## src/hdl/nearest_neighbor_track_id_assign_macros.svh

```systemverilog
// Assertion helpers for the track id block. Expect clk and rst in scope.
`ifndef NEAREST_NEIGHBOR_TRACK_ID_ASSIGN_MACROS_SVH
`define NEAREST_NEIGHBOR_TRACK_ID_ASSIGN_MACROS_SVH

// Same-cycle implication.
`define NNTA_ASSERT_IMPL(lbl, ante, cons) \
  lbl: assert property (@(posedge clk) disable iff (rst) (ante) |-> (cons)) \
    else $error("nnta assertion failed");

// Next-cycle implication.
`define NNTA_ASSERT_NEXT(lbl, ante, cons) \
  lbl: assert property (@(posedge clk) disable iff (rst) (ante) |=> (cons)) \
    else $error("nnta assertion failed");

`endif

```

## src/hdl/nnta_pkg.sv

```systemverilog
package nnta_pkg;

  localparam int ID_W   = 32;
  localparam int GATE_W = 16;

  localparam logic [GATE_W-1:0] GATE_RESET = 16'd512;

  // tuser codes on the input side
  localparam logic [1:0] MODE_CENT     = 2'd0;
  localparam logic [1:0] MODE_CENT_EOF = 2'd1;
  localparam logic [1:0] MODE_EOF      = 2'd2;
  localparam logic [1:0] MODE_IGNORE   = 2'd3;  // beat taken, nothing happens

  // tag that rides along the distance pipeline
  typedef struct packed {
    logic            vld;
    logic [ID_W-1:0] track;
  } dist_tag_t;

endpackage

```

## src/hdl/nnta_dist.sv

```systemverilog
// Squared distance, three register stages: |diff|, squares, sum.
module nnta_dist #(
  parameter int C = 24
) (
  input  logic                     clk,
  input  logic                     rst,
  input  nnta_pkg::dist_tag_t      tag_in,
  input  logic signed [C-1:0]      qx,
  input  logic signed [C-1:0]      qy,
  input  logic signed [C-1:0]      qz,
  input  logic signed [C-1:0]      ex,
  input  logic signed [C-1:0]      ey,
  input  logic signed [C-1:0]      ez,
  output nnta_pkg::dist_tag_t      tag_out,
  output logic [2*C+3:0]           dsum
);

  // difference of two C-bit signed values fits C+1 bits (C+2 kept here); magnitude fits C+1
  logic signed [C+1:0] dx, dy, dz;
  logic [C:0]          mx, my, mz;
  logic [2*C+1:0]      sx, sy, sz;
  nnta_pkg::dist_tag_t tag1, tag2;

  always_comb begin
    dx = (C+2)'(qx) - (C+2)'(ex);
    dy = (C+2)'(qy) - (C+2)'(ey);
    dz = (C+2)'(qz) - (C+2)'(ez);
  end

  always_ff @(posedge clk) begin
    mx   <= dx[C+1] ? (C+1)'(-dx) : (C+1)'(dx);
    my   <= dy[C+1] ? (C+1)'(-dy) : (C+1)'(dy);
    mz   <= dz[C+1] ? (C+1)'(-dz) : (C+1)'(dz);
    sx   <= mx * mx;
    sy   <= my * my;
    sz   <= mz * mz;
    dsum <= (2*C+4)'(sx) + (2*C+4)'(sy) + (2*C+4)'(sz);
    tag1.track    <= tag_in.track;
    tag2.track    <= tag1.track;
    tag_out.track <= tag2.track;
    if (rst) begin
      tag1.vld    <= 1'b0;
      tag2.vld    <= 1'b0;
      tag_out.vld <= 1'b0;
    end else begin
      tag1.vld    <= tag_in.vld;
      tag2.vld    <= tag1.vld;
      tag_out.vld <= tag2.vld;
    end
  end

endmodule

```

## config.mk

```make
export PLATFORM = sky130hd
export DESIGN_NAME = nnta_dist
export DESIGN_NICKNAME = d
export VERILOG_FILES = /design/src/hdl/nearest_neighbor_track_id_assign_macros.svh /design/src/hdl/nnta_pkg.sv /design/src/hdl/nnta_dist.sv
export SDC_FILE = /design/constraint.sdc
export NUM_CORES = 2
export LEC_CHECK = 0
export ABC_AREA = 1
export BUFFER_PORTS_ARGS = -buffer_cell sky130_fd_sc_hd__buf_4
export CORE_MARGIN = 2
export CORE_UTILIZATION = 59
export DETAILED_ROUTE_END_ITERATION = 8
export PLACE_DENSITY_LB_ADDON = 0.3
export SYNTH_ARGS = -nofsm -noshare
export SYNTH_HDL_FRONTEND = slang
export SYNTH_SLANG_ARGS = --single-unit
```

## constraint.sdc

```tcl
create_clock -name clk -period 6.1 [get_ports clk]
set_input_delay 1.22 -clock clk [delete_from_list [all_inputs] [get_ports clk]]
set_output_delay 1.22 -clock clk [all_outputs]
set_load 0.03 [all_outputs]
```

==> metrics.cfg <==
[synth]
yosysTopAreaCell = fa_1
synth_seq_area_share_pct = 9.982
synth.area.top_cells = fa_1 39%, inv_1 15%, ha_1 11%, dfxtp_1 10%, nand2_1 9.9%
synthMuxAreaShare_pct = 0
yosys_warnings = 0
synth-main-ff-cell = dfxtp_1
synth_edf_count = 0
synthCells = 9498
synth_top_family_by_area = adder cells
synthXorXnorAreaFrac_pct = 3.180
netlist.area_leader.share_pct = 38.86
synth_adder_area_share_pct = 50.33
synth_seq_cells = 373
yosys-top-cells-count = 2930 x inv_1, 1968 x nand2_1, 1452 x fa_1
ys_types = 54
synth_simple_gate_area_share_pct = 15.70
synth_most_common_cell = inv_1
syn_avg_cell_area_sq_um = 7.876
ys_async_sr_fraction_pct = 0
synth-compound-area-share_pct = 4.922
synth.cell_area_sq_um = 74810

[status]
status = finished with violations
violations = design-rule violations, negative setup slack

[die]
die_h_um = 360.1
initial_utilization_pct = 59.50
io_pins = 264
die_area_sq_um = 129700
fp.dieW_um = 360.1
core_sq_um = 125700
placementRows = 130

[setup_path]
worstRegToRegCells = 27
startpoint = mz[3]
worstPathRequired_ns = 6.67
cp-end-kind = flip-flop
crit_fanout = 3
r2r-end = sz[49]
crit_end = sz[49]
r2r_start = mz[3]
worstPathArrival_ns = 6.96
reg2reg_slack_ns = -0.29
crit_type = flip-flop to flip-flop
startpoint_type = flip-flop

[global_routing]
grt_start_max_net_pins = 26
gr-usage-all-layers_pct = 33.29
grt-ovfl-total = 0
grt_pass1_wl_um = 344200
grt_pass1_vias = 68090
antenna_found_initial = 4

[clock_network]
clkTransAtPathRegs_ns = 0.06
insertion_delay_ns = 0.66
holdBufCountCts = 0
cts_sinks = 373
cts_tree = yes
cts-root-buf = clkbuf_16
numCtsBuffers = 44
htree_levels = 2
ctsLongestPathBuffers = 3

[place]
hpwl_um = 181100
place_congestion = 0.9995
portBuffers = 263

[drt]
drtPass1Iterations = 9
routedLengthMet1_um = 87640
drt_drc_violations_left = 2
first_iter_violations = 5106
ant_nets = 0
top_layer_used = met5
wl_met3_um = 19580
wl_um = 230500
via_per_inst = 5.318
route.met2.wl_um = 111700
vias = 65810
wl_per_cell_um = 18.63

[job]
max-cap-violations = 0

[final_layout]
nets = 13010
fillers = 8579
area_delta_synth_final_pct = 25.87
final_layout_size_suffix_gt1_share_pct = 23.25

[worst_hold_path]
hold_class = flip-flop to flip-flop
holdCritStartpoint = tag1[17]

[timing]
layout_min_cycle_time_ns = 6.391
fin_tns_setup_ns = -4.303
slew_violations = 0
hold_viol = 0
setup_violations = 55
finalCritPeriodShare_pct = 104.8
worst_slew_pin_slew_ns = 0.7894
relSlewSlack_pct = 46.97
skew_ns = 0.03895
rsz0062_at_grt = true
setup_ws_ns = -0.2908
fmax_mhz = 156.5

## layer usage
| layer | GRT usage [%] | vias to the layer above |
|---|---|---|
| li1 | - | 29870 |
| met1 | 42.64 | 32140 |
| met2 | 57.78 | 2980 |
| met3 | 5.466 | 811 |
| met4 | 10.15 | 2 |
| met5 | 0 | - |
## timing repair
item / CTS / global route
pin swaps: 113 / 410
resized for setup: 464 / 1054
setup endpoints to repair: 92 / 94
gates cloned: 2 / 14
setup buffers: 36 / 134
## how the worst min path moves through the flow
stage / slack [ns] / cells past startpoint / to
5_1_grt: 0.33 / 0 / tag2[7]
2_1_floorplan: 0.31 / 0 / tag2[0]
3_5_place_dp: 0.31 / 0 / tag2[31]
3_3_place_gp: 0.31 / 0 / tag_out[9]
6_report: 0.32 / 0 / tag2[17]
4_1_cts: 0.32 / 0 / tag2[17]
## worst max-delay path: stages (launching register included)
cell	delay [ns]
dfxtp_4	0.38
buf_6	0.11
nand2_4	0.04
fa_1	0.52
inv_2	0.04
fa_1	0.54
inv_2	0.04
fa_1	0.55
inv_1	0.06
fa_1	0.55
inv_2	0.05
fa_1	0.54
inv_1	0.05
fa_1	0.48
inv_1	0.05
fa_1	0.50
inv_2	0.06
ha_4	0.30
buf_6	0.12
nand2_8	0.06
buf_6	0.12
nor2_4	0.16
inv_4	0.07
nor3_4	0.23
nand3_1	0.17
nand3_2	0.13
xor2_2	0.21
buf_4	0.17
## sequential cells by signal (all words and copies together), names as in the netlist
name and flops:
tag1 33, my 25, mz 25, sz 49, mx 25, sx 49, tag_out 33, tag2 33
dsum 52, sy 49
## cell usage in the layout (no fill, tap or decap), drive strengths merged, types with 2 or more instances in the layout
cell type / synthesis / layout
nor3: 64 / 64
o221ai: 5 / 5
a21oi: 321 / 321
clkinv: 1 / 17
ha: 686 / 686
o21bai: 30 / 30
xor2: 177 / 177
dfxtp: 373 / 373
a31oi: 42 / 42
inv: 2933 / 2938
nor2: 491 / 491
and3: 11 / 11
bufinv: 0 / 3
xnor2: 92 / 92
o31ai: 3 / 3
nor4: 19 / 19
clkbuf: 210 / 67
a31o: 2 / 2
clkinvlp: 0 / 5
o211ai: 3 / 3
conb: 1 / 3
a21boi: 16 / 16
nand2: 2001 / 2001
a21o: 28 / 28
and2: 2 / 2
o21a: 13 / 13
o2111ai: 3 / 3
fa: 1452 / 1452
a211oi: 4 / 4
nand4: 43 / 43
nand3: 248 / 248
bufbuf: 0 / 2
or2: 10 / 10
nand3b: 14 / 14
buf: 8 / 1344
o21ai: 190 / 190
## layout make-up
| cell class | count | area (sq um) | area share [%] |
|---|---|---|---|
| Antenna cell | 1 | 2.502 | 0.002658 |
| Tap cell | 1650 | 2064 | 2.193 |
| Inverter | 2934 | 11030 | 11.71 |
| Clock buffer | 53 | 1216 | 1.292 |
| Multi-Input combinational cell | 5975 | 59950 | 63.67 |
| Sequential cell | 373 | 7676 | 8.152 |
| Timing Repair Buffer | 1360 | 11890 | 12.63 |
| Clock inverter | 29 | 332.8 | 0.3535 |
## kinds of logic after synthesis
group           count (synthesis)
buf+inv                      3152
flops                         373
xor+xnor                      269
fa+ha+maj                    2138
simple gates                 2903
other cells                     1
compound gates                662
## per-stage QoR
| step | cells | instance area (sq um) | setup WS (ns) | util [%] | hold WS [ns] |
|---|---|---|---|---|---|
| 3_5_place_dp | 12120 | 85470 | -0.5957 | 67.98 | 0.3121 |
| 5_1_grt | 12370 | 94160 | -0.3678 | 74.89 | 0.3276 |
| 4_1_cts | 12230 | 89210 | -0.04782 | 70.96 | 0.3244 |
| 6_report | 12380 | 94160 | -0.2908 | 74.89 | 0.3232 |
| 2_1_floorplan | 9500 | 74870 | -0.0006808 | - | 0.3096 |
| 3_3_place_gp | 12120 | 85470 | -0.5245 | 67.98 | 0.3101 |
Power is not shown: default switching activity piles up to over one toggle a cycle in this logic, so the estimate is an artifact.
